===== src/rtl/gpcsm_pkg.sv =====
// ----------------------------------------------------------------------------
// gpcsm_pkg
// Shared types, sizes and codes of the path cost stamp map.
// ----------------------------------------------------------------------------
package gpcsm_pkg;

   localparam int MAX_WIDTH   = 256;
   localparam int MAX_HEIGHT  = 256;
   localparam int COST_BITS   = 16;
   localparam int DIM_BITS    = 9;
   localparam int POS_BITS    = 10;
   localparam int COL_BITS    = $clog2(MAX_WIDTH);
   localparam int ROW_BITS    = $clog2(MAX_HEIGHT);
   localparam int ADDR_BITS   = COL_BITS + ROW_BITS;
   localparam int STORE_DEPTH = MAX_WIDTH * MAX_HEIGHT;
   localparam int PROD_BITS   = ROW_BITS + DIM_BITS;

   localparam int CSR_IDX_BITS  = 2;
   localparam int CSR_DATA_BITS = 16;

   typedef logic signed [COST_BITS-1:0] cost_type;
   typedef logic signed [POS_BITS-1:0]  pos_type;
   typedef logic [DIM_BITS-1:0]         dim_type;
   typedef logic [ADDR_BITS-1:0]        addr_type;
   typedef logic [1:0]                  mode_type;
   typedef logic [CSR_IDX_BITS-1:0]     csr_idx_type;
   typedef logic [CSR_DATA_BITS-1:0]    csr_data_type;
   typedef logic [2:0]                  step_type;

   localparam mode_type MODE_CLEAR = 2'd0;
   localparam mode_type MODE_MARK  = 2'd1;
   localparam mode_type MODE_QUERY = 2'd2;

   localparam csr_idx_type CSR_GRID_COLS      = 2'd0;
   localparam csr_idx_type CSR_GRID_ROWS      = 2'd1;
   localparam csr_idx_type CSR_COST_ON_PATH   = 2'd2;
   localparam csr_idx_type CSR_COST_NEAR_PATH = 2'd3;

   // step 0 is the path point, steps 1..4 its neighbours +x, +y, -x, -y
   localparam step_type STEP_CENTER = 3'd0;
   localparam step_type STEP_LAST   = 3'd4;

   typedef struct packed {
      logic     hit;
      addr_type addr;
   } cell_ref_type;

   function automatic pos_type step_dx(input step_type step);
      pos_type d;
      case (step)
         3'd1:    d = pos_type'(1);
         3'd3:    d = pos_type'(-1);
         default: d = pos_type'(0);
      endcase
      return d;
   endfunction

   function automatic pos_type step_dy(input step_type step);
      pos_type d;
      case (step)
         3'd2:    d = pos_type'(1);
         3'd4:    d = pos_type'(-1);
         default: d = pos_type'(0);
      endcase
      return d;
   endfunction

endpackage


===== src/rtl/gpcsm_addr_unit.sv =====
// ----------------------------------------------------------------------------
// gpcsm_addr_unit
// Map bounds check and flat cell address (row * width + column), registered.
// ----------------------------------------------------------------------------
module gpcsm_addr_unit (
   input  logic                    clock,
   input  gpcsm_pkg::pos_type      pos_x,
   input  gpcsm_pkg::pos_type      pos_y,
   input  gpcsm_pkg::dim_type      grid_cols,
   input  gpcsm_pkg::dim_type      grid_rows,
   output gpcsm_pkg::cell_ref_type cell_ref
);
   import gpcsm_pkg::*;

   dim_type                eff_w;
   dim_type                eff_h;
   logic [POS_BITS-1:0]    ux;
   logic [POS_BITS-1:0]    uy;
   logic                   in_map;
   logic [PROD_BITS-1:0]   prod;
   logic [PROD_BITS-1:0]   sum;
   cell_ref_type           cell_ref_ff;

   assign eff_w = (grid_cols > DIM_BITS'(MAX_WIDTH)) ? DIM_BITS'(MAX_WIDTH) : grid_cols;
   assign eff_h = (grid_rows > DIM_BITS'(MAX_HEIGHT)) ? DIM_BITS'(MAX_HEIGHT) : grid_rows;

   assign ux = pos_x;
   assign uy = pos_y;

   assign in_map = !pos_x[POS_BITS-1] && !pos_y[POS_BITS-1]
                   && (ux < POS_BITS'(eff_w)) && (uy < POS_BITS'(eff_h));

   assign prod = PROD_BITS'(uy[ROW_BITS-1:0]) * PROD_BITS'(eff_w);
   assign sum  = prod + PROD_BITS'(ux[COL_BITS-1:0]);

   always_ff @(posedge clock) begin
      cell_ref_ff.hit  <= in_map;
      cell_ref_ff.addr <= sum[ADDR_BITS-1:0];
   end

   assign cell_ref = cell_ref_ff;

endmodule


===== config.mk =====
export PLATFORM = sky130hd
export DESIGN_NAME = gpcsm_addr_unit
export DESIGN_NICKNAME = d
export VERILOG_FILES = /design/src/rtl/gpcsm_pkg.sv /design/src/rtl/gpcsm_addr_unit.sv
export SDC_FILE = /design/constraint.sdc
export NUM_CORES = 1
export LEC_CHECK = 0
export BUFFER_PORTS_ARGS = -buffer_cell sky130_fd_sc_hd__buf_2
export CORE_MARGIN = 2
export CORE_UTILIZATION = 52
export CTS_CLUSTER_DIAMETER = 50
export DETAILED_ROUTE_END_ITERATION = 12
export PLACE_DENSITY = 0.75
export SYNTH_ARGS = -nofsm -noshare
export SYNTH_HDL_FRONTEND = slang
export SYNTH_SLANG_ARGS = --single-unit

===== constraint.sdc =====
create_clock -name clock -period 18 [get_ports clock]
set_clock_uncertainty 0.05 [all_clocks]
set_input_delay 5.4 -clock clock [delete_from_list [all_inputs] [get_ports clock]]
set_output_delay 5.4 -clock clock [all_outputs]
set_load 0.02 [all_outputs]

Word-level counts from Yosys, hierarchy flattened. Cells that the tools add are included.

Multipliers: 1. Multiplexer cells: 2. Reduce and logical (&&, ||, !) cells: 5. Add/subtract/negate cells: 1. Order comparisons: 4.

Operator list (number): 10-bit by 9-bit less-than comparator with 1-bit output (2); 9-bit > comparator (second input constant) (2); 9-bit two-way mux (2); 16-bit by 8-bit adder with 16-bit output (1); 8-bit by 9-bit multiplier with 16-bit output (1); 1-bit logical AND (3); 1-bit zero test (2).

Word-level logic and storage cells: 15. Register bits after elaboration: 17. Bits of input ports: 39.

Depth between registers and ports, before layout. Gate-level depths: netlist of run 1.

Word-level depth: 5. Depth in mapped cells: 18.

Least setup slack after synthesis of run 1. No wires, ideal clock.

Path kind: input port to flip-flop. Start: in grid_cols[8]. End: reg cell_ref_ff (netlist bit cell_ref[12]). Stages on the path: 17. Data required time: 17.829 ns. Arrival: 9.410 ns. Setup slack: 8.419 ns. Path through: clkbuf_1 -> nor2b_1 -> and2_1 -> fa_1 -> inv_1 -> fa_1 -> inv_1 -> fa_1 -> inv_1 -> fa_1 -> inv_1 -> ha_1 -> o21a_1 -> o21a_1 -> a2111oi_0 -> nor2_1 -> xor2_1.

Longest elaborated chain between the ends: 4.

Ends and longest elaborated chain: start: declaration (RTL line gpcsm_addr_unit.sv:9) `input gpcsm_pkg::dim_type grid_cols,`; 9-bit > comparator (RTL line gpcsm_addr_unit.sv:24) `assign eff_w = (grid_cols > DIM_BITS'(MAX_WIDTH)) ? DIM_BITS'(MAX_WIDTH) : grid_cols;`; 9-bit two-way mux * (RTL line gpcsm_addr_unit.sv:24); 8-bit by 9-bit multiplier with 16-bit output * (RTL line gpcsm_addr_unit.sv:33) `assign prod = PROD_BITS'(uy[ROW_BITS-1:0]) * PROD_BITS'(eff_w);`; 16-bit by 8-bit adder with 16-bit output * (RTL line gpcsm_addr_unit.sv:34) `assign sum = prod + PROD_BITS'(ux[COL_BITS-1:0]);`; via sum[12] (RTL line gpcsm_addr_unit.sv:21) `logic [PROD_BITS-1:0] sum;`; end: declaration (RTL line gpcsm_addr_unit.sv:22) `cell_ref_type cell_ref_ff;`.

Mark *: on every way through the listed nets, which the timed path passes. The rest lies on a longest branch.

Final worst setup path of run 1. Same ends and word-level chain as after synthesis.

==> summary.md, run 1 <==
| Metric | Value |
|---|---|
| Status | finished, final reports clean |
| First-pass GRT wire length | 11.6 mm |
| Cells after Synth | 389 |
| DR WL/cell | 12.7 um |
| Port Buf Inserts | 55 |
| Hold Buf Count CTS | 0 |
| Post-Place Cells | 513 |
| Clock slew at reported path FFs | 0.07 ns |
| Max cap viols | 0 |
| Via Count | 2,675 |
| Max reg flops | 17 |
| Syn nets | 529 |
| Fin area | 3740 um2 |
| Post-DP HPWL | 5.60 mm |
| FILL cells | 589 |
| Clock sinks | 17 |
| Final min period | 9.83 ns |
| CP Cell Sequence | buf_2 > nor2b_1 > nand2_1 > fa_1 > fa_1 > inv_1 > fa_1 > inv_1 > fa_1 > inv_1 > ha_1 > o21a_1 > o21a_1 > a2111oi_0 > nor2_1 > xor2_1 |
| Total power | 290 uW |
| Layout Cells excl Fill | 517 |
| Vias per cell | 5.17 |
| Setup violators final | 0 |
| Rel. slew slack | 54.4% |
| DRC errors left | 0 |
| Maximum number of pins on one net before global-route repair | 18 |
| Top post-synthesis cells by area | fa_1 (29%), ha_1 (19%), inv_1 (10%), dfxtp_1 (10%), and2_1 (7.8%) |
| Slew Limit Fails | 0 |
| Count leader, synth | inv_1 |
| RSZ-0062 raised after global routing | false |
| Internal power | 154 uW |
| Overflow left after global routing | 0 |
| Fin nets | 581 |
| Pwr dens | 77.6 nW/um2 |
| Switching share of total power | 46.9% |
| Die Y | 84.4 um |
| Combinational share of power | 69.9% |
| Critical Path AT | 9.93 ns |
| # IOs | 56 |
| Initial drt markers | 65 |
| Hold path cells | 2 |
| CTS tree | done |
| Power share of the clock group | 10.5% |
| Post-synth top area cell | fa_1 |
| Critical path's top delay family | adder cells |
| Setup bufs post-CTS | 0 |
| Final setup TNS | 0 ns |
| Total core area | 6310 um2 |
| Gpl congestion | 0.904 |
| CP Buf/Inv Count | 4 |
| Netlist cell types | 39 |
| Initial Util | 53.2% |
| Max Root-Sink Buffers | 2 |
| Fin worst setup slack | 8.17 ns |
| Static leakage | 0.00202 uW |
| DRT antenna net count | 0 |
| Final worst path period share | 54.6% |
| Initial antenna violation count | 0 |
| Max IR drop VDD | 0.0000550 V |
| Critical path's most frequent cell | fa_1 |
| Gr usage total | 19.5% |
| Worst-Margin Slew | 0.683 ns |
| Site Rows | 29 |
| Primary FF master, synth | dfxtp_1 |
| Post-synth EDFFs | 0 |
| Synth top area share | 29.2% |
| NetSw | 136 uW |
| Synth Area per Inst | 8.64 um2 |
| Dpl cell area | 3690 um2 |
| CTS Buf Count | 3 |
| Drt total wl | 6.55 mm |
| Root Buffer | clkbuf_8 |
| Seq cells post-synth | 17 |
| Register area share after synthesis | 10.1% |
| DRT Pass-1 Iters | 4 |
| CP Launch Type | input pin |
| Die Area | 7120 um2 |
| H-Tree Depth | 1 |
| CP required | 18.10 ns |
| Post-CTS sizing | 0 |
| Achievable frequency | 102 MHz |
| Syn. warnings | 0 |
| Hold endpoint | cell_ref[0]$_DFF_P_ |
| Reg power frac | 19.6% |
| Number of diodes | 0 |
| Hold WC Path Type | input pin to flop |
| Post-Syn Area | 3360 um2 |
| Largest fanout on the critical path | 17 |
| Layout cells sized above 1 | 14.3% |
| Post-synth ARST share | 0% |
| Area Growth Syn to Fin | 11.4% |
| HP Start | pos_x[0] |
| Dpl ws | 7.88 ns |
| Max stage delay on crit path | 0.55 ns |
| Max stage delay cell, worst path | fa_1 |
| Number of global-route vias before repair | 2,764 |
| Endpoint type of the worst setup path | flop |
| Post-synth top cells | inv_1 (91), ha_1 (52), fa_1 (49) |
| DIE WIDTH | 84.4 um |
| Final Hold Viols | 0 |
| Kind of critical path | input pin to flop |
==> per-layer routing <==
metal	up-vias	track usage, %	part of all wire (%)
met5	-	0	0
met4	0	5.77	1.4
met3	8	1.67	3.0
met2	56	34.7	53
met1	1300	25.5	42
li1	1311	-	-
==> through the flow <==
stage | util, % | hold slack (ns)
finish | 59.3 | 5.34
floorplan | - | 5.48
global route | 59.3 | 5.35
global placement | 58.5 | 5.59
CTS | 59.3 | 5.34
detailed placement | 58.5 | 5.60
==> final cells by class <==
class                           count  area [um2]  area share [%]
Timing Repair Buffer               55         275            7.36
Tap cell                           77        96.3            2.57
Inverter                           92         345            9.23
Multi-Input combinational cell    272        2640            70.4
Clock inverter                      1        7.51           0.201
Clock buffer                        3        41.3            1.10
Sequential cell                    17         340            9.09
==> cell usage in the layout, fill, tap and decap left out, types with 2 or more instances in the layout <==
master,n
or4_1,2
a211oi_1,3
inv_1,91
nor2b_1,9
o21ai_0,9
and2_1,42
nor3_1,4
fa_1,49
clkbuf_8,3
nand3_1,3
a21o_1,3
a2111oi_0,2
o21a_1,5
dfxtp_1,17
ha_1,52
and2_2,2
o2111ai_1,3
a311oi_1,2
nor2_1,10
a21oi_1,6
nand2_1,41
xnor2_1,11
buf_2,55
==> power groups by stage <==
stage	clock network [uW]	logic [uW]	registers [uW]
6_report	30.6	203	56.8
3_5_place_dp	0	204	57.9
3_3_place_gp	0	198	57.9
2_1_floorplan	0	133	78.2
5_1_grt	33.0	233	58.1
4_1_cts	31.8	206	57.1
==> logic make-up (layout without fill, tap and decap cells) <==
family                     after synthesis  count (layout)  share of synthesized area, %
and+or+nand+nor                        120             120                          18.5
adders and majority gates              101             101                          48.6
buffers and inverters                  100             151                          11.4
AOI/OAI and AO/OA                       39              39                          8.23
DFF                                     17              17                          10.1
xor gates and xnor gates                12              12                          3.13
==> how the worst max path moves through the flow <==
stage / slack, ns / cells after the start / start / endpoint
after floorplan: 8.42 / 17 / grid_cols[8] / cell_ref[12]$_DFF_P_
after global placement: 7.97 / 16 / grid_cols[8] / cell_ref[12]$_DFF_P_
after detailed placement: 7.88 / 16 / grid_cols[8] / cell_ref[12]$_DFF_P_
after CTS: 8.16 / 16 / grid_cols[8] / cell_ref[12]$_DFF_P_
after global routing: 7.80 / 16 / grid_cols[8] / cell_ref[12]$_DFF_P_
final: 8.17 / 16 / grid_cols[8] / cell_ref[12]$_DFF_P_
Note: power is estimated with default switching activity, not from simulation.
==> run 2: changes to the inputs <==
clock period = 9.4 ns   (was 18 ns; I/O delays follow)
==> run 2 against run 1 <==
Against the previous run: sequential share of layout area stayed put; cell count stayed put; sequential power is 90% higher; design area stayed put; critical endpoint unchanged; largest power group unchanged.
==> summary.md, run 2 (same netlist as run 1, synthesis figures left out) <==
| Metric | Value |
|---|---|
| Status | finished, final reports clean |
| Die Y | 84.4 um |
| Pwr dens | 149 nW/um2 |
| Worst-Margin Slew | 0.678 ns |
| Max stage delay cell, worst path | fa_1 |
| Final worst path period share | 76.9% |
| Overflow left after global routing | 0 |
| CTS Buf Count | 3 |
| Critical Path AT | 7.33 ns |
| Kind of critical path | input pin to flop |
| Rel. slew slack | 54.7% |
| Gpl congestion | 0.904 |
| Register area | 340 um2 |
| Max Root-Sink Buffers | 2 |
| Die Area | 7120 um2 |
| Max cap viols | 0 |
| Port Buf Inserts | 55 |
| Area of the multi-input gates | 2640 um2 |
| Static leakage | 0.00202 uW |
| Clock sinks | 17 |
| CP Cell Sequence | buf_2 > nor2b_1 > nand2_1 > fa_1 > fa_1 > inv_1 > fa_1 > inv_1 > fa_1 > inv_1 > ha_1 > o21a_1 > o21a_1 > a2111oi_0 > nor2_1 > xor2_1 |
| Gr usage total | 19.7% |
| Critical path origin | grid_cols[8] |
| Drt total wl | 6.56 mm |
| DRT antenna net count | 0 |
| Final setup TNS | 0 ns |
| Max stage delay on crit path | 0.55 ns |
| Fin worst setup slack | 2.17 ns |
| Number of diodes | 0 |
| Achievable frequency | 138 MHz |
| CTS tree | done |
| Vias per cell | 5.19 |
| Setup violators final | 0 |
| Total core area | 6310 um2 |
| Final min period | 7.23 ns |
| First-pass GRT wire length | 11.6 mm |
| Total power | 556 uW |
| Root Buffer | clkbuf_8 |
| Post-CTS sizing | 0 |
| # IOs | 56 |
| Initial Util | 53.2% |
| Post-DP HPWL | 5.58 mm |
| Most frequent cells in the layout | inv_1 (91), buf_2 (55), ha_1 (52), fa_1 (49), and2_1 (42) |
| DR WL/cell | 12.7 um |
| CP endpoint | cell_ref[12]$_DFF_P_ |
| Hold Buf Count CTS | 0 |
| Setup bufs post-CTS | 0 |
| Critical path's most frequent cell | fa_1 |
| Commonest non-fill, non-tap cell in the layout | inv_1 |
| Initial antenna violation count | 0 |
| FILL cells | 602 |
| Slew Limit Fails | 0 |
| Largest fanout on the critical path | 17 |
| Via Count | 2,685 |
| Maximum number of pins on one net before global-route repair | 18 |
| H-Tree Depth | 1 |
| Area Growth Syn to Fin | 11.4% |
| Max IR drop VDD | 0.000127 V |
| DRC errors left | 0 |
| Final Hold Viols | 0 |
| CP required | 9.50 ns |
| DRT Pass-1 Iters | 4 |
| Layout cells sized above 1 | 14.3% |
| Number of global-route vias before repair | 2,713 |
| Hold WC Path Type | input pin to flop |
| Dpl ws | 1.86 ns |
| DIE WIDTH | 84.4 um |
| Endpoint type of the worst setup path | flop |
| CP Launch Type | input pin |
| Fin nets | 581 |
| RSZ-0062 raised after global routing | false |
| Site Rows | 29 |
| Initial drt markers | 98 |
| Clock slew at reported path FFs | 0.08 ns |
| Max reg flops | 17 |
-- run 2: cell counts in the layout (fill, tap and decap cells not counted) --
No cell type changed its count.
-- run 2: how the worst min path moves through the flow --
stage | start | end | slack [ns] | cells after the start
after floorplan | pos_x[0] | cell_ref[0]$_DFF_P_ | 2.90 | 1
after global placement | pos_x[0] | cell_ref[0]$_DFF_P_ | 3.01 | 2
after detailed placement | pos_x[0] | cell_ref[0]$_DFF_P_ | 3.03 | 2
after CTS | pos_x[0] | cell_ref[0]$_DFF_P_ | 2.75 | 2
after global routing | pos_x[0] | cell_ref[0]$_DFF_P_ | 2.75 | 2
final | pos_x[0] | cell_ref[0]$_DFF_P_ | 2.75 | 2
-- run 2: final cells by class --
class / count / area share, %
Multi-Input combinational cell: 272 / 70.4
Inverter: 92 / 9.23
Sequential cell: 17 / 9.09
Timing Repair Buffer: 55 / 7.36
Tap cell: 77 / 2.57
Clock buffer: 3 / 1.10
Clock inverter: 1 / 0.201
-- run 2: routing by layer --
metal	GRT usage [%]	wire length, um	vias to the layer above
met5	0	0	-
met4	6.20	99	0
met3	1.67	178	7
met2	35.6	3480	45
met1	25.1	2800	1322
li1	-	-	1311
-- run 2: worst max-delay path, delay by kind of cell --
kind / cells / cell delay (ns)
AO/OA/AOI/OAI: 3 / 0.72
XOR/XNOR: 1 / 0.15
adder cells (fa/ha/maj): 5 / 2.49
buffers and inverters: 4 / 0.33
AND/OR/NAND/NOR: 3 / 0.81
-- run 2: report_power, final --
group          total [uW]  switching [uW]  internal [uW]
registers             108            5.32            103
logic                 388             226            162
clock network        59.5            29.5           29.9
total                 556             261            295
-- run 2: metrics by stage --
| step | util [%] | instances | hold slack [ns] | area (um2) |
|---|---|---|---|---|
| CTS | 59.3 | 517 | 2.75 | 3740 |
| finish | 59.3 | 517 | 2.75 | 3740 |
| detailed placement | 58.5 | 513 | 3.03 | 3690 |
| global placement | 58.5 | 513 | 3.01 | 3690 |
| floorplan | - | 389 | 2.90 | 3360 |
| global route | 59.3 | 517 | 2.75 | 3740 |
==> run 3: changes to the inputs <==
clock period = 6.74 ns   (was 9.4 ns; I/O delays follow)
==> run 3 against run 2 <==
Against the previous run: non-clock buffer count is 5 higher; utilization is 0.59 points higher; global-route usage is 0.35 points higher; sequential power is 40% higher; first-iteration DRC count is 45% higher; critical path depth stayed put; sequential share of layout area is 0.090 points lower; clock power is 46% higher.
==> summary.md, run 3 (same netlist as run 1, synthesis figures left out) <==
| Metric | Value |
|---|---|
| Status | finished, final reports clean |
| Worst-Margin Slew | 0.649 ns |
| Kind of critical path | input pin to flop |
| CTS tree | done |
| Final Hold Viols | 0 |
| Reg power frac | 19.3% |
| Clock sinks | 17 |
| Die Y | 84.4 um |
| Final worst path period share | 95.0% |
| Grt met2 use | 35.4% |
| Critical Path AT | 6.50 ns |
| Hold Buf Count CTS | 0 |
| Max cap viols | 0 |
| Initial antenna violation count | 0 |
| Critical path's most frequent cell | fa_1 |
| Final min period | 6.40 ns |
| Site Rows | 29 |
| Setup bufs post-CTS | 0 |
| Total power | 784 uW |
| Initial Util | 53.2% |
| FILL cells | 602 |
| Number of diodes | 0 |
| Post-CTS sizing | 0 |
| CTS Buf Count | 3 |
| Max stage delay cell, worst path | fa_1 |
| Achievable frequency | 156 MHz |
| Gpl congestion | 0.880 |
| Root Buffer | clkbuf_8 |
| Post-Place Cells | 518 |
| Drt total wl | 6.76 mm |
| Clock slew at reported path FFs | 0.08 ns |
| Post-DP HPWL | 5.80 mm |
| Via Count | 2,703 |
| Commonest non-fill, non-tap cell in the layout | inv_1 |
| Largest fanout on the critical path | 17 |
| DRC errors left | 0 |
| Combinational share of power | 69.6% |
| Hold slack final | 1.94 ns |
| First-pass GRT wire length | 11.7 mm |
| DR WL/cell | 12.9 um |
| Switching share of total power | 47.2% |
| NetSw | 370 uW |
| DIE WIDTH | 84.4 um |
| Most crowded layer after global routing | met2 |
| RSZ-0062 raised after global routing | false |
| Slew Limit Fails | 0 |
| Gr usage total | 20.1% |
| Port Buf Inserts | 55 |
| Die Area | 7120 um2 |
| CP required | 6.84 ns |
| CP endpoint | cell_ref[12]$_DFF_P_ |
| Internal power | 414 uW |
| Area Growth Syn to Fin | 12.5% |
| Number of global-route vias before repair | 2,738 |
| Maximum number of pins on one net before global-route repair | 18 |
| Fin nets | 586 |
| Most frequent cells in the layout | inv_1 (91), buf_2 (55), ha_1 (52), fa_1 (49), and2_1 (42) |
| Pwr dens | 207 nW/um2 |
| CP Cell Sequence | buf_2 > nor2b_1 > nand2_1 > fa_1 > fa_1 > inv_1 > fa_1 > inv_1 > fa_1 > inv_1 > ha_1 > o21a_1 > o21a_1 > a2111oi_0 > nor2_1 > xor2_1 |
| Final setup TNS | 0 ns |
| Layout cells sized above 1 | 15.3% |
| Power share of the clock group | 11.1% |
| Max reg flops | 17 |
| Overflow left after global routing | 0 |
| Rel. slew slack | 56.7% |
| Setup violators final | 0 |
| Vias per cell | 5.18 |
| DRT antenna net count | 0 |
| Hold WC Path Type | input pin to flop |
| Max IR drop VDD | 0.000176 V |
| H-Tree Depth | 1 |
| Met3 usage | 1.57% |
| CP Launch Type | input pin |
| Total core area | 6310 um2 |
| Initial drt markers | 142 |
| Layout Cells excl Fill | 522 |
| Final core utilization | 59.9% |
| Critical path origin | grid_cols[8] |
| Static leakage | 0.00205 uW |
| Max stage delay on crit path | 0.55 ns |
| # IOs | 56 |
| DRT Pass-1 Iters | 4 |
| Max Root-Sink Buffers | 2 |
| Met1 usage | 25.8% |
| Endpoint type of the worst setup path | flop |
-- run 3: worst min path at each step --
| stage | startpoint | to | slack, ns | cells after the start |
|---|---|---|---|---|
| after global routing | pos_x[0] | cell_ref[0]$_DFF_P_ | 1.97 | 2 |
| after detailed placement | pos_x[0] | cell_ref[0]$_DFF_P_ | 2.22 | 2 |
| after floorplan | pos_x[0] | cell_ref[0]$_DFF_P_ | 2.10 | 1 |
| after CTS | pos_x[0] | cell_ref[0]$_DFF_P_ | 1.94 | 2 |
| after global placement | pos_x[0] | cell_ref[0]$_DFF_P_ | 2.21 | 2 |
| final | pos_x[0] | cell_ref[0]$_DFF_P_ | 1.94 | 2 |
-- run 3: final cells by class --
type / instances / area (um2) / area share, %
Clock inverter: 1 / 7.51 / 0.199
Inverter: 92 / 345 / 9.14
Tap cell: 77 / 96.3 / 2.55
Multi-Input combinational cell: 272 / 2640 / 69.7
Timing Repair Buffer: 60 / 313 / 8.28
Sequential cell: 17 / 340 / 9.00
Clock buffer: 3 / 41.3 / 1.09
-- run 3: layer usage --
metal  vias up  wire (um)
met5         -          0
met4         0        167
met3        14        245
met2        69       3560
met1      1301       2780
li1       1319          -
-- run 3: stage by stage --
stage | setup WS (ns) | area, um2
CTS | 0.382 | 3780
finish | 0.340 | 3780
detailed placement | 0.114 | 3730
global route | 0.0157 | 3780
floorplan | 0.537 | 3360
global placement | 0.202 | 3730
-- run 3: power by group through the flow --
stage | clock network, uW | logic, uW | registers (uW)
floorplan | 0 | 356 | 209
global placement | 0 | 533 | 155
detailed placement | 0 | 547 | 155
CTS | 89.8 | 552 | 152
global route | 90.2 | 625 | 155
finish | 86.7 | 546 | 151
-- run 3: worst max-delay path, delay by kind of cell --
kind                     cells  cell delay [ns]
AND/OR/NAND/NOR              3             0.78
AO/OA/AOI/OAI                3             0.76
buffers and inverters        4             0.34
XOR/XNOR                     1             0.15
adder cells (fa/ha/maj)      5             2.47
